==> src/rtl/stcm_pkg.sv <==
// types and constants shared by the saturation / tone curve mapper
// depends on nothing; imported by every module of the block
`timescale 1ns / 1ps

package stcm_pkg;

  // gray weights and blend range
  localparam logic [7:0] GRAY_W_RED   = 8'd77;
  localparam logic [7:0] GRAY_W_GREEN = 8'd28;
  localparam logic [7:0] GRAY_W_BLUE  = 8'd151;
  localparam logic [8:0] FULL_VIVID   = 9'd256;

  // item operations
  typedef enum logic {
    OP_TABLE_WRITE = 1'b0,
    OP_PIXEL       = 1'b1
  } op_t;

  // tone curve modes
  typedef enum logic [1:0] {
    CURVE_NONE    = 2'd0,
    CURVE_SHARED  = 2'd1,
    CURVE_CHANNEL = 2'd2,
    CURVE_CHAINED = 2'd3
  } curve_mode_t;

  // configuration register indexes
  localparam logic [0:0] CFG_CURVE_MODE = 1'b0;
  localparam logic [0:0] CFG_VIVIDNESS  = 1'b1;

  typedef struct packed {
    logic        operation;
    logic [10:0] table_address;
    logic [7:0]  table_data;
    logic [7:0]  red_in;
    logic [7:0]  green_in;
    logic [7:0]  blue_in;
    logic [7:0]  alpha_in;
  } in_item_t;

  typedef struct packed {
    logic [7:0] red_out;
    logic [7:0] green_out;
    logic [7:0] blue_out;
    logic [7:0] alpha_out;
  } out_item_t;

  // table write travelling down the pipeline
  typedef struct packed {
    logic        en;
    logic [10:0] addr;
    logic [7:0]  data;
  } tbl_wr_t;

endpackage

==> src/rtl/stcm_out_fifo.sv <==
// two-entry result buffer between the lookup pipeline and the output channel
// depends on stcm_pkg
`timescale 1ns / 1ps

module stcm_out_fifo (
  input  logic                clk,
  input  logic                rst_n,
  input  logic                push,
  input  stcm_pkg::out_item_t push_data,
  output logic                full,
  output logic                out_valid,
  input  logic                out_stall,
  output stcm_pkg::out_item_t out_data
);
  import stcm_pkg::*;

  out_item_t  entry_r [2];
  logic       wr_ptr_r;
  logic       rd_ptr_r;
  logic [1:0] cnt_r;
  logic [1:0] cnt_nxt;
  logic       pop;

  assign pop       = out_valid && !out_stall;
  assign out_valid = (cnt_r != 2'd0);
  assign full      = (cnt_r == 2'd2);
  assign out_data  = entry_r[rd_ptr_r];

  always_comb begin
    cnt_nxt = cnt_r;
    if (push && !pop) begin
      cnt_nxt = cnt_r + 2'd1;
    end else if (pop && !push) begin
      cnt_nxt = cnt_r - 2'd1;
    end
  end

  always_ff @(posedge clk) begin
    if (!rst_n) begin
      wr_ptr_r <= 1'b0;
      rd_ptr_r <= 1'b0;
      cnt_r    <= 2'd0;
    end else begin
      if (push) begin
        wr_ptr_r <= !wr_ptr_r;
      end
      if (pop) begin
        rd_ptr_r <= !rd_ptr_r;
      end
      cnt_r <= cnt_nxt;
    end
  end

  always_ff @(posedge clk) begin
    if (push) begin
      entry_r[wr_ptr_r] <= push_data;
    end
  end

endmodule

==> config.mk <==
export PLATFORM = sky130hd
export DESIGN_NAME = stcm_out_fifo
export DESIGN_NICKNAME = d
export VERILOG_FILES = /design/src/rtl/stcm_pkg.sv /design/src/rtl/stcm_out_fifo.sv
export SDC_FILE = /design/constraint.sdc
export NUM_CORES = 1
export LEC_CHECK = 0
export BUFFER_PORTS_ARGS = -buffer_cell sky130_fd_sc_hd__buf_2
export CAP_MARGIN = 20
export CORE_MARGIN = 2
export CORE_UTILIZATION = 55
export DETAILED_ROUTE_END_ITERATION = 6
export HOLD_SLACK_MARGIN = 0.15
export PLACE_DENSITY = 0.83
export SETUP_SLACK_MARGIN = 0.2
export SYNTH_ARGS = -nofsm -noshare
export SYNTH_HDL_FRONTEND = slang
export SYNTH_SLANG_ARGS = --single-unit
export TNS_END_PERCENT = 100
==> constraint.sdc <==
create_clock -name clk -period 4.45 [get_ports clk]
set_clock_uncertainty 0.05 [all_clocks]
set_input_delay 0.6675 -clock clk [delete_from_list [all_inputs] [get_ports clk]]
set_output_delay 0.6675 -clock clk [all_outputs]
set_load 0.02 [all_outputs]
Word-level counts from Yosys, hierarchy flattened
Memories as Yosys holds them, arrays and structs flattened. A register that Yosys moved wholly into a read port is not among the register bits.
Cells that the tools add are included.
{"block": "word_totals", "register_bits": 4, "ramBits": 64, "out_inout_bits": 34, "memories": 1}
{"block": "op_classes", "addsub": 2, "eq_ne": 1, "n_mux": 6, "n_reduce_logical": 10}
{"memory": "entry_r", "depth": 2, "word_bits": 32, "rd": 1, "rd_clocked_by_memory_dff": 1, "wr": 1, "line_no": "stcm_out_fifo.sv:17", "text": "out_item_t entry_r [2];"}
{"operator": "logical NOT 1 bit", "n": 5}
{"operator": "two-way mux 1 bit", "n": 4}
{"operator": "two-way mux 2 bit", "n": 2}
{"operator": "nonzero test 2 bit", "n": 2}
{"operator": "logical AND 1 bit", "n": 3}
{"operator": "adder 2 x 1 -> 2 bit (second input constant)", "n": 1}
{"operator": "== test 2 bit (second input constant)", "n": 1}
{"operator": "subtractor 2 x 1 -> 2 bit (second input constant)", "n": 1}

Depth between registers and ports, before layout
{"block": "depth", "ltp_word": 5, "depth_mapped": 5}

Least setup slack after synthesis
OpenSTA, ideal clock, no wires.
{"block": "synth_timing", "kind": "input to register", "from": "in push", "to": "mem entry_r[0][0] in the netlist's numbering (enable)", "setup_time_ps": 426, "arrival_time_ps": 2146, "setup_slack_ps": 1828, "cell_stages": 1, "n_path_buf": 0, "cell_sequence": "nor2b_1"}
{"block": "synth_via", "elab_chain_cells": 2}
{"element": "start: declaration", "line_no": "stcm_out_fifo.sv:8", "text": "input logic push,"}
{"element": "two-way mux 1 bit", "line_no": "stcm_out_fifo.sv:55", "text": "if (push) begin"}
{"element": "two-way mux 1 bit (not written as such)", "line_no": "stcm_out_fifo.sv:56", "text": "entry_r[wr_ptr_r] <= push_data;"}
{"element": "end: declaration", "line_no": "stcm_out_fifo.sv:17"}
No other way between the ends.

==> results.cfg <==
[outcome]
status = finished clean

[setup_path]
worst-path-max-fanout = 26
regToRegSetupSlack_ps = 2790
worstReg2RegStart = wr_ptr_r
crit_path_start_kind = flip-flop
worst_r2r_path_depth = 2
reg2reg_to = entry_r[1][25]
timing.setup.critical_path_class = flip-flop to output pin
worstPathArrival_ps = 1760
critPathRequiredTime_ps = 3730
critical_path.endpoint_type = output pin

[placed_design]
hpwlAfterDp_microns = 2960
place_worst_setup_slack_ps = 2300
buffer_ports.inserted = 69
placed_cells = 241
routabilityCongestion = 0.725

[cells_and_area]
n_antenna_cell = 0
post_layout_nonfiller_instances = 257
final_layout_size_suffix_gt1_share_pct = 55.6
area_growth_pct = 22.0
nNetsFinal = 237

[detailed_routing]
detail_routed_net_length_per_standard_cell_microns = 16.9
ant_nets = 0
routed_via_density = 5.27
wl_microns = 4350
vias = 1354
drt_iter0_drc = 100
route.detailed.drc = 0
count_of_tritonroute_iterations_in_the_first_routing_pass = 4

[clocking]
clock_tree_from_tritoncts = built
post_cts.repair.setup_buffers = 0
ctsRootBufferMaster = sky130_fd_sc_hd__clkbuf_8
clock-sinks = 69
cts-hold-fix-buffers = 0
clock_buffers_created_by_tritoncts = 9
clk_pin_slew_worst_paths_ps = 70
number_of_buffers_between_clock_root_and_the_deepest_sink = 2
cts_htree_levels = 3
clock_latency_ps = 320
postCtsResizedCells = 0

[timing]
final_hold_violations = 0
tightest_pin_transition_ps = 936
worst_slack_ps = 1980
finalSetupViolCount = 0
slew_headroom_pct = 37.5
timing.setup.tns_ps = 0
finalHoldWorstSlack_ps = 476
period_needed_ps = 2470
layout_worst_path_cycle_share_pct = 55.6
slew_violations = 0
rsz0062_at_grt = no
fmax_mhz = 404

[logic_synthesis]
synth.top_cells.by_area = sky130_fd_sc_hd__edfxtp_1, sky130_fd_sc_hd__mux2_2, sky130_fd_sc_hd__dfxtp_1
synth_edf_count = 64
ys_dominant_reg_cell = sky130_fd_sc_hd__edfxtp_1
netlist_instances = 122
syn_nets = 159
distinct_cells_synth = 18
synth_top_cell_by_area = sky130_fd_sc_hd__edfxtp_1
yosys.cell_count.top_type = sky130_fd_sc_hd__edfxtp_1
syn_area_sq_um = 2530
avgSynthCellArea_sq_um = 20.8
ys.warnings.count = 0
post_synth_most_frequent_cells = sky130_fd_sc_hd__edfxtp_1, sky130_fd_sc_hd__mux2_2, sky130_fd_sc_hd__dfxtp_1
yosysTopAreaCellShare_pct = 75.8
postSynth.asyncResetShare_pct = 0
synth.ff_latch_count = 69
yosysSeqAreaShare_pct = 79.8

[hold_path]
hold-path-endpoint = entry_r[1][2]
hold_path_depth = 1
min-delay-start = push_data[2]
timing.hold.worst.class = input pin to flip-flop

[die]
die_x_microns = 71.9
top_level_ports = 70
fp.dieArea_sq_um = 5170
initial_core_util_pct = 57.8
floorplan.die.height_microns = 71.9
rows = 24
area_of_the_placeable_core_sq_um = 4380

[global_route]
grtUsageTotal_pct = 18.5
antenna_violations_before_repair = 0
grt_max_degree = 34
global_route.overflow_total = 0
vias_in_the_first_global_route = 1507
grt_first_pass_wirelength_microns = 6840

[pwr]
vdd.ir_drop.worst_uv = 367
cellPowerDensity_nw_per_um2 = 532
p_leak_nw = 1.18
p_total_mw = 1.64

[flow_run]
drv_cap = 0
-- critical path, stage by stage, from the launching register on --
cell and delay (ps):
sky130_fd_sc_hd__dfxtp_1 470, sky130_fd_sc_hd__buf_4 390, sky130_fd_sc_hd__mux2_2 400, sky130_fd_sc_hd__buf_2 160
-- stage by stage --
stage | area, sq um | util [%]
floorplan | 2530 | -
global placement | 2940 | 67.1
detailed placement | 2940 | 67.1
CTS | 3090 | 70.5
global route | 3090 | 70.5
finish | 3090 | 70.5
-- flip-flops by register name, indices dropped and copies added, names as in the netlist, named ones only --
name and count:
cnt_r 2, entry_r 64, rd_ptr_r 1, wr_ptr_r 1
-- power breakdown --
group          internal, mW  switching (mW)  total, mW
Clock                 0.198           0.202      0.400
Sequential            0.761          0.0293      0.790
Combinational         0.200           0.254      0.454
Total                  1.16           0.485       1.64
-- logic make-up after synthesis --
| group | share of synthesized area, % |
|---|---|
| AOI/OAI and AO/OA | 1.09 |
| muxes | 14.2 |
| DFF | 79.8 |
| buffers and inverters | 1.09 |
| xor gates and xnor gates | 1.04 |
| adders and majority gates | 0.494 |
| and+or+nand+nor | 2.32 |
-- per-layer routing --
| metal | share of wire (%) | wire length [microns] | global-route usage (%) | up-vias |
|---|---|---|---|---|
| met5 | 0 | 0 | 0 | - |
| met4 | 4.2 | 182 | 11.9 | 0 |
| met3 | 5.1 | 224 | 5.83 | 16 |
| met2 | 54 | 2370 | 32.8 | 49 |
| met1 | 36 | 1580 | 18.6 | 657 |
| li1 | - | - | - | 632 |
-- worst max-delay path by stage --
stage | start | end | slack, ps | cells past startpoint
after floorplan | push | entry_r[0][0] | 1830 | 1
after global routing | flip-flop | out_data[18] | 1890 | 3
after detailed placement | flip-flop | out_data[11] | 2300 | 3
after global placement | flip-flop | out_data[28] | 2360 | 3
final | flip-flop | out_data[2] | 1980 | 3
after CTS | flip-flop | out_data[2] | 1940 | 3
-- layout make-up --
cell class / instances / area [sq um]
sequential: 69 / 2020
clock inverter: 3 / 12.5
timing repair buffer: 71 / 360
clock buffer: 13 / 139
multi-input combinational: 49 / 493
tap: 52 / 65.1
fill: 294 / 1290
-- layout by cell type (no fill, tap or decap), types with 2 or more instances in the layout --
cell type | Yosys | layout
sky130_fd_sc_hd__and2_1 | 4 | 4
sky130_fd_sc_hd__buf_2 | 0 | 69
sky130_fd_sc_hd__buf_4 | 3 | 2
sky130_fd_sc_hd__clkbuf_1 | 0 | 4
sky130_fd_sc_hd__clkbuf_8 | 0 | 9
sky130_fd_sc_hd__clkinv_1 | 0 | 2
sky130_fd_sc_hd__dfxtp_1 | 5 | 5
sky130_fd_sc_hd__edfxtp_1 | 64 | 64
sky130_fd_sc_hd__mux2_1 | 2 | 2
sky130_fd_sc_hd__mux2_2 | 30 | 30
sky130_fd_sc_hd__xnor2_1 | 2 | 2
No activity file was read; power rests on OpenSTA's default activity.
