--- src/rtl/stcm_pkg.sv ---
// types and constants shared by the saturation / tone curve mapper
// depends on nothing; imported by every module of the block
`timescale 1ns / 1ps

package stcm_pkg;

  // gray weights and blend range
  localparam logic [7:0] GRAY_W_RED   = 8'd77;
  localparam logic [7:0] GRAY_W_GREEN = 8'd28;
  localparam logic [7:0] GRAY_W_BLUE  = 8'd151;
  localparam logic [8:0] FULL_VIVID   = 9'd256;

  // item operations
  typedef enum logic {
    OP_TABLE_WRITE = 1'b0,
    OP_PIXEL       = 1'b1
  } op_t;

  // tone curve modes
  typedef enum logic [1:0] {
    CURVE_NONE    = 2'd0,
    CURVE_SHARED  = 2'd1,
    CURVE_CHANNEL = 2'd2,
    CURVE_CHAINED = 2'd3
  } curve_mode_t;

  // configuration register indexes
  localparam logic [0:0] CFG_CURVE_MODE = 1'b0;
  localparam logic [0:0] CFG_VIVIDNESS  = 1'b1;

  typedef struct packed {
    logic        operation;
    logic [10:0] table_address;
    logic [7:0]  table_data;
    logic [7:0]  red_in;
    logic [7:0]  green_in;
    logic [7:0]  blue_in;
    logic [7:0]  alpha_in;
  } in_item_t;

  typedef struct packed {
    logic [7:0] red_out;
    logic [7:0] green_out;
    logic [7:0] blue_out;
    logic [7:0] alpha_out;
  } out_item_t;

  // table write travelling down the pipeline
  typedef struct packed {
    logic        en;
    logic [10:0] addr;
    logic [7:0]  data;
  } tbl_wr_t;

endpackage

--- src/rtl/stcm_blend.sv ---
// two-stage saturation blend: weighted gray, then mix toward gray by vividness
// depends on stcm_pkg
`timescale 1ns / 1ps

module stcm_blend (
  input  logic             clk,
  input  logic             en,
  input  logic [8:0]       vividness,
  input  stcm_pkg::in_item_t item_i,
  output stcm_pkg::in_item_t item_o
);
  import stcm_pkg::*;

  in_item_t   s1_item_r;
  logic [7:0] gray_r;
  in_item_t   s2_item_r;

  logic [15:0] gray_sum;
  logic [8:0]  viv_eff;
  logic [8:0]  inv_viv;
  in_item_t    s2_item_nxt;

  assign gray_sum = 16'(16'(item_i.red_in) * 16'(GRAY_W_RED))
                  + 16'(16'(item_i.green_in) * 16'(GRAY_W_GREEN))
                  + 16'(16'(item_i.blue_in) * 16'(GRAY_W_BLUE));

  // values above full range act as full range
  assign viv_eff = (vividness > FULL_VIVID) ? FULL_VIVID : vividness;
  assign inv_viv = FULL_VIVID - viv_eff;

  function automatic logic [7:0] mix(input logic [7:0] gray, input logic [7:0] chan,
                                     input logic [8:0] inv, input logic [8:0] viv);
    logic [15:0] acc;
    acc = 16'(16'(gray) * 16'(inv)) + 16'(16'(chan) * 16'(viv));
    return acc[15:8];
  endfunction

  always_comb begin
    s2_item_nxt          = s1_item_r;
    s2_item_nxt.red_in   = mix(gray_r, s1_item_r.red_in, inv_viv, viv_eff);
    s2_item_nxt.green_in = mix(gray_r, s1_item_r.green_in, inv_viv, viv_eff);
    s2_item_nxt.blue_in  = mix(gray_r, s1_item_r.blue_in, inv_viv, viv_eff);
  end

  always_ff @(posedge clk) begin
    if (en) begin
      s1_item_r <= item_i;
      gray_r    <= gray_sum[15:8];
      s2_item_r <= s2_item_nxt;
    end
  end

  assign item_o = s2_item_r;

endmodule

--- config.mk ---
export PLATFORM = sky130hd
export DESIGN_NAME = stcm_blend
export DESIGN_NICKNAME = d
export VERILOG_FILES = /design/src/rtl/stcm_pkg.sv /design/src/rtl/stcm_blend.sv
export SDC_FILE = /design/constraint.sdc
export NUM_CORES = 1
export LEC_CHECK = 0
export ABC_AREA = 0
export BUFFER_PORTS_ARGS = -buffer_cell sky130_fd_sc_hd__buf_4
export CAP_MARGIN = 20
export CORE_ASPECT_RATIO = 0.8
export CORE_UTILIZATION = 46
export DETAILED_ROUTE_END_ITERATION = 7
export HOLD_SLACK_MARGIN = 0.12
export PLACE_DENSITY = 0.69
export RECOVER_POWER = 100
export SYNTH_ARGS = -nofsm -noshare
export SYNTH_HDL_FRONTEND = slang
export SYNTH_SLANG_ARGS = --single-unit
--- constraint.sdc ---
create_clock -name clk -period 11 [get_ports clk]
set_input_delay 2.2 -clock clk [delete_from_list [all_inputs] [get_ports clk]]
set_output_delay 2.2 -clock clk [all_outputs]
set_load 0.02 [all_outputs]
* Word level (Yosys, flattened, before mapping)
Cells that the tools add are included.
** Operators by class
- $add $sub $neg :: 6
- Multiply operators :: 7
- Divide/modulo/power cells :: 0
- $lt $le $gt $ge :: 1
- Equal/unequal tests :: 0
- Shift-type cells :: 0
- Muxes and demuxes :: 1
- Bitwise gates (word level) :: 0
- Reductions and logical operators :: 0
** Operators with widths (count)
- adder 16 bit :: 4
- multiplier 8 x 9 -> 16 bit :: 4
- adder 15 x 13 -> 16 bit :: 1
- multiplier 8 x 8 -> 16 bit (second input constant) :: 1
- multiplier 8 x 7 -> 15 bit (second input constant) :: 1
- multiplier 8 x 3 -> 11 bit (second input constant) :: 1
- > comparator 9 bit (second input constant) :: 1
- 2-to-1 mux 9 bit :: 1
- subtractor 9 bit (first input constant) :: 1
** Word-level totals
- Register bits after elaboration :: 112
- Bits in latches :: 0
- Bits in writable memories :: 0
- Bits in read-only memories :: 0
- Input bits :: 63
- Output and inout port bits :: 52
- Word-level logic and storage cells :: 30
- Memories :: 0

* Logic depth before layout (Yosys ltp)
Gate-level depths: netlist of the first run.
- Depth after elaboration :: 5
- Mapped depth :: 36
- Depth with buffers taken out :: 33

* Least setup slack after synthesis of the first run
No wires, ideal clock.
- Path kind :: input to register
- Start :: input port vividness[8]
- End :: register s2_item_r (netlist bit item_o[15]) (data pin)
- Setup time :: 0.268 ns
- Arrival :: 10.439 ns
- Data required time :: 10.732 ns
- Path slack :: 0.294 ns
- Stages :: 32
- Buffers on the path :: 3
- Cells stage by stage :: buf_6 > nor2b_1 > clkbuf_1 > clkbuf_1 > inv_1 > ha_1 > o21ai_0 > nor3_1 > xnor2_1 > and2_1 > fa_1 > fa_1 > fa_1 > inv_1 > fa_1 > inv_1 > ha_1 > or4_1 > a31o_2 > xor2_1 > fa_1 > inv_1 > fa_1 > fa_1 > inv_1 > ha_1 > nand3_1 > nor3_1 > a211o_2 > o31a_1 > a31oi_1 > xnor3_1
** RTL lines
- from (decl) :: line stcm_blend.sv:8 : input logic [8:0] vividness,
- to (signal assigned) :: line stcm_blend.sv:49 : s2_item_r <= s2_item_nxt;
- to (decl) :: line stcm_blend.sv:16 : in_item_t s2_item_r;

==> results of run 1 <==
## state kept, by name (all words and copies together), names as in the netlist
register and cells:
gray_r 8, s1_item_r 52, item_o 52
## critical path, delay by kind of cell
family | cells | cell delay, ns
xor+xnor | 1 | 0.60
simple gates | 6 | 1.26
fa+ha+maj | 11 | 4.83
compound gates | 4 | 1.04
buf+inv | 6 | 0.45
mux | 1 | 0.22
## cell families after synthesis
logic type,share of synthesized area
DFF,0.209
adders and majority gates,0.487
buffers and inverters,0.100
xor gates and xnor gates,0.0361
AOI/OAI and AO/OA,0.0385
muxes,0.00335
and+or+nand+nor,0.126
## cell type report
class                      count  area [sq um]
multi-input combinational   1013         11100
sequential                   112          3360
inverter                     383          1440
clock inverter                 7          96.3
timing repair buffer         131           687
fill                        3120         16500
clock buffer                   9           225
tap                          465           582
## cells in the mapped netlist (2+ instances only)
library cell,count
inv_1,383
fa_1,268
ha_1,197
and2_1,145
nand2_1,144
edfxtp_1,112
xnor2_1,44
clkbuf_1,30
nor2_1,29
a21oi_1,26
nor2b_1,21
o21ai_0,16
xor2_1,16
nor3_1,13
buf_1,11
a21o_1,9
nand2b_1,8
o21a_1,6
nand3_1,5
o21bai_1,5
a31oi_1,4
a211oi_1,3
and3_1,3
nand4_1,3
nor4_1,3
o31ai_1,3
or4_1,3
a211o_1,2
mux2i_1,2
nand3b_1,2
o31a_1,2
or3_1,2
xnor2_2,2
## through the flow
step,hold WS [ns],setup WS (ns),utilization
after floorplan,0.400,0.294,-
after global placement,0.400,0.500,0.514
after detailed placement,0.405,0.235,0.514
after CTS,0.426,0.625,0.524
after global routing,0.427,0.131,0.514
final,0.419,0.505,0.514
## cell usage in the layout (no fill, tap or decap), types with 13 or more instances in the layout
master    instances
ha_1            197
xor2_1           16
edfxtp_1        112
nor2b_1          16
o21ai_0          16
a21oi_1          26
nand2_1         144
nor3_1           13
clkbuf_1         79
and2_1          143
buf_4            24
xnor2_1          44
clkbuf_4         28
nor2_1           29
inv_1           383
fa_1            268
## how the worst min path moves through the flow
stage,start,cells after the start,end,slack (ns)
finish,s1_item_r[37],0,item_o[37],0.42
global route,s1_item_r[45],0,item_o[45],0.43
CTS,s1_item_r[37],0,item_o[37],0.43
detailed placement,s1_item_r[43],0,item_o[43],0.40
global placement,s1_item_r[0],0,item_o[0],0.40
floorplan,s1_item_r[0],0,item_o[0],0.40
## per-layer routing
layer  up-vias  wire (um)  global-route usage
li1       4939          -                   -
met1      5355      15600               0.285
met2       233      16100               0.341
met3        34       1570              0.0278
met4         0        700              0.0548
met5         -          0                   0
==> metrics.md, run 1 <==
| Metric | Value |
|---|---|
| Status | finished with violations |
| Failing checks | max-capacitance violations, max-slew violations |
| Iter 0 DRT Violations | between 500 and 600 |
| Synth unique cells | 62 |
| Worst endpoint required time | 11.13 ns |
| Critical-path maximum fanout | 13 |
| Final min period | 10.50 ns |
| Largest stage delay on the critical path | 0.60 ns |
| Global Route Usage Sum | 0.206 |
| Final WL | 34,000 um |
| Gpl congestion | 0.847 |
| TritonCTS buffer count | 9 |
| Setup TNS | 0 ns |
| Post-CTS setup repair buffer count | 0 |
| Nets | 2,178 |
| Clk Latency, worst-skew pair | 0.38 ns |
| Number of enable flip-flop cells after synthesis | 112 |
| Critical R2R Capture | item_o[22] |
| RSZ-0062 raised after global routing | false |
| Asr flop ratio synth | 0 |
| First-pass GRT wire length | 57,600 um |
| Reg2reg start | gray_r[2] |
| Max Clk Rate | 95.3 MHz |
| Mapped Area | 0.0161 sq mm |
| Worst Skew | 0.0127 ns |
| CTS max path bufs | 2 |
| Root buffer cell | clkbuf_16 |
| Worst Max-Slew Pin Slew | 4.60 ns |
| Via/cell ratio | around 5 |
| CTS tree | yes |
| Ys flop type | edfxtp_1 |
| Clk slew on worst S/H paths | 0.09 ns |
| Worst setup EP type | flip-flop |
| CTS Hold Bufs | 0 |
| Max cap viols | 2 |
| Largest cells by area after synthesis | fa_1, edfxtp_1, ha_1, inv_1, and2_1 |
| Fin area | 0.0175 sq mm |
| Worst Setup EP | item_o[22] |
| Max-slew violation count | 115 |
| Die width | 211 um |
| Syn avg cell area | 10.4 sq um |
| Vias | 10,600 |
| Largest net degree at the start of global routing | 85 |
| Finished Layout Cells | approximately 2,100 |
| WL per Instance | ~16 um |
| FF-to-FF path depth | 24 |
| Sequential fraction of the synthesis area | 0.209 |
| Post-DP HPWL | 27,800 um |
| FF-to-FF setup slack | slightly above 3 ns |
| DRC violations left | 0 |
| Fraction of layout cells with a size suffix above 1 | 0.0514 |
| CORE AREA | roughly 0.034 sq mm |
| Ys Warns | 0 |
| CTS H-tree depth | 3 |
| Top cell type's share of synthesized area | 0.334 |
| WS Path Type | input port to flip-flop |
| Register bit total from synthesis | 112 |
| Slowest stage cell on the critical path | xnor2_1 |
| Post-synthesis cell count | about 1,600 |
| Buffers added on ports | 114 |
| Period utilization | 0.954 |
| Hold/Removal Path Class | flip-flop to flip-flop |
| Setup crit start kind | input port |
| ANT cells | 0 |
| CTS resizes | 0 |
| GRT overflow | 0 |
| Boundary Pins | 115 |
| DIE AREA | approximately 0.036 sq mm |
| Final hold vios | 0 |
| # setup viols final | 0 |
| Setup crit start | vividness[8] |
| Syn nets | between 2,000 and 2,500 |
| Die Y | 169 um |
| Cell mode on critical path | fa_1 |
| Area Overhead vs Synth | 8.82% |
| CP arrival | approximately 11 ns |
| Initial Util | 0.473 |
| Drt pass-1 iters | 5 |
| Number of global-route vias before repair | 11,400 |
| Cells after DPL | 2,104 |
| Synth area leader | fa_1 |
| FP Rows | 60 |
| Initial antenna violation count | 0 |
| Num Clock Sinks | 112 |
| Post-route ant nets | 0 |
| Max transition margin | -2.06 |
| Placed Area | 0.0175 sq mm |
Power of run 1 is not shown: default switching activity piles up to over one toggle a cycle in this logic, so the estimate is an artifact.
==> run 2: changes to the inputs <==
--- a/config.mk
+++ b/config.mk
@@ -7,3 +7,2 @@
 export LEC_CHECK = 0
-export ABC_AREA = 0
 export BUFFER_PORTS_ARGS = -buffer_cell sky130_fd_sc_hd__buf_4
==> constraint.sdc (replaced) <==
create_clock -name clk -period 11 [get_ports clk]
set_input_delay 0 -clock clk [delete_from_list [all_inputs] [get_ports clk]]
set_output_delay 0 -clock clk [all_outputs]
set_load 0.02 [all_outputs]
==> run 2 against run 1 <==
Net effect: the run still ends with max-capacitance violations, max-slew violations left; global-route usage decreased by 0.18 points; critical path type unchanged; first-iteration DRC count grew 9.0%; worst hold slack worse by 0.060 ns; utilization is 1.4 points higher; critical endpoint is now item_o[15]; critical path depth rose by 2; non-clock buffer count is 45 higher; design area rose by 2.7%; via count is 1.4% higher; final cell count rose by 2.2%.
==> metrics.md, run 2 (synthesis gave the netlist of run 1 again) <==
| Metric | Value |
|---|---|
| Post-route worst setup slack | 1.43 ns (+0.927 ns) |
| Root buffer cell | clkbuf_16 |
| Max Clk Rate | 105 MHz (+9.7%) |
| Vias | 10,700 (+1.4%) |
| Worst hold stages | 2 (+2) |
| # setup viols final | 0 (unchanged) |
| Clk Latency, worst-skew pair | 0.38 ns (about the same) |
| GRT overflow | 0 (unchanged) |
| Worst Hold End | s1_item_r[33] |
| Worst Skew | 0.0129 ns (+0.000281 ns) |
| Finished Layout Cells | 2,166 (+2.2%) |
| Period utilization | 0.870 (-0.0843) |
| DRC violations left | 0 (unchanged) |
| Largest stage delay on the critical path | 0.88 ns (+0.28 ns) |
| Worst setup EP type | flip-flop |
| Setup TNS | 0 ns (unchanged) |
| Global Route Usage Sum | 0.204 (-0.00181) |
| Cell mode on critical path | fa_1 |
| Final hold vios | 0 (unchanged) |
| Die width | 211 um (unchanged) |
| Fillers | 3,111 (-0.29%) |
| Largest net degree at the start of global routing | 84 (-1.2%) |
| Commonest non-fill, non-tap cells in the layout | inv_1, fa_1, ha_1, nand2_1, and2_1 |
| RSZ-0062 raised after global routing | false |
| Setup crit start kind | input port |
| Gpl congestion | 0.845 (-0.33%) |
| CTS H-tree depth | 3 (unchanged) |
| Iter 0 DRT Violations | 570 (+9.0%) |
| Num Clock Sinks | 112 (unchanged) |
| FF/Latch Area | 0.00336 sq mm (unchanged) |
| Worst Max-Slew Pin Slew | 4.44 ns (-0.154 ns) |
| First-pass GRT wire length | 57,100 um (-0.85%) |
| Final min period | 9.57 ns (-0.927 ns) |
| WS Path Type | input port to flip-flop |
| Fraction of layout cells with a size suffix above 1 | 0.0459 (-0.00548) |
| CTS Hold Bufs | 53 (+53) |
| Post-Place Setup Slack | 1.75 ns (+1.51 ns) |
| CP arrival | 9.69 ns (-0.93 ns) |
| Die Y | 169 um (unchanged) |
| Critical R2R Capture | item_o[15] |
| FF-to-FF setup slack | 3.04 ns (-0.04 ns) |
| Worst endpoint required time | 11.12 ns (about the same) |
| Max transition margin | -1.96 (+0.103) |
| CTS max path bufs | 2 (unchanged) |
| Post-DP HPWL | 27,700 um (-0.51%) |
| Reg2reg start | gray_r[2] |
| Post-CTS setup repair buffer count | 0 (unchanged) |
| TritonCTS buffer count | 9 (unchanged) |
| Hold/Removal Path Class | input port to flip-flop |
| Final WL | 34,000 um (about the same) |
| DIE AREA | 0.0357 sq mm (unchanged) |
| Via/cell ratio | 4.94 (-0.77%) |
| Initial antenna violation count | 0 (unchanged) |
| Max-slew violation count | 115 (unchanged) |
| Failing checks | max-capacitance violations, max-slew violations |
| Boundary Pins | 115 (unchanged) |
| Clk slew on worst S/H paths | 0.09 ns (about the same) |
| Critical-path maximum fanout | 37 (+24) |
| Hold slack final | 0.359 ns (-0.0598 ns) |
| Max cap viols | 2 (unchanged) |
| Status | finished with violations |
| CTS resizes | 0 (unchanged) |
| CTS tree | yes |
| Buffers added on ports | 114 (unchanged) |
| Nets | 2,223 (+2.1%) |
| FP Rows | 60 (unchanged) |
| Most common cell after layout, fill and taps aside | inv_1 |
| Number of global-route vias before repair | 11,600 (+1.1%) |
| Critical hold path startpoint | item_i[33] |
| Slowest stage cell on the critical path | clkbuf_1 |
| FF-to-FF path depth | 24 (unchanged) |
| Initial Util | 0.473 (unchanged) |
| Cells after DPL | 2,096 (-0.38%) |
| Area Overhead vs Synth | 11.8% |
| Drt pass-1 iters | 5 (unchanged) |
| WL per Instance | 15.7 um (-2.1%) |
| Multi-input gate area | 0.0111 sq mm (about the same) |
| CORE AREA | 0.0340 sq mm (unchanged) |
| Post-route ant nets | 0 (unchanged) |
run 2: per-stage QoR:
step                 util  area, sq um
floorplan               -        16100
global placement    0.512        17400
detailed placement  0.512        17400
CTS                 0.537        18300
global route        0.528        18000
finish              0.528        18000
run 2: cell type report:
type / count / area share
multi-input combinational: 1013 / 0.618
sequential: 112 / 0.187
inverter: 383 / 0.0800
timing repair buffer: 176 / 0.0644
tap: 465 / 0.0324
clock buffer: 9 / 0.0125
clock inverter: 7 / 0.00522
antenna: 1 / 0.000139
run 2: metal layers:
| metal | routed length (um) | vias to the layer above | track usage |
|---|---|---|---|
| met1 | 15700 | 5434 | 0.279 |
| met5 | 0 | - | 0 |
| li1 | - | 5028 | - |
| met3 | 1460 | 31 | 0.0309 |
| met4 | 419 | 0 | 0.0378 |
| met2 | 16400 | 214 | 0.347 |
run 2: worst max path at each step:
stage,to,slack [ns],from,cells after the start
2_1_floorplan,item_o[15],2.49,vividness[8],32
3_3_place_gp,item_o[15],1.90,vividness[8],31
3_5_place_dp,item_o[15],1.75,vividness[8],31
4_1_cts,item_o[15],2.13,vividness[8],31
5_1_grt,item_o[31],0.94,vividness[8],31
6_report,item_o[15],1.43,vividness[8],31
run 2: critical path: cells and delay by family:
family                   cells  cell delay (ns)
adder cells (fa/ha/maj)     10             4.26
buffers and inverters        7             1.48
XOR/XNOR                     3             1.31
AND/OR/NAND/NOR              6             1.30
AO/OA/AOI/OAI                5             1.30
Power of run 2 is left out for the same reason.
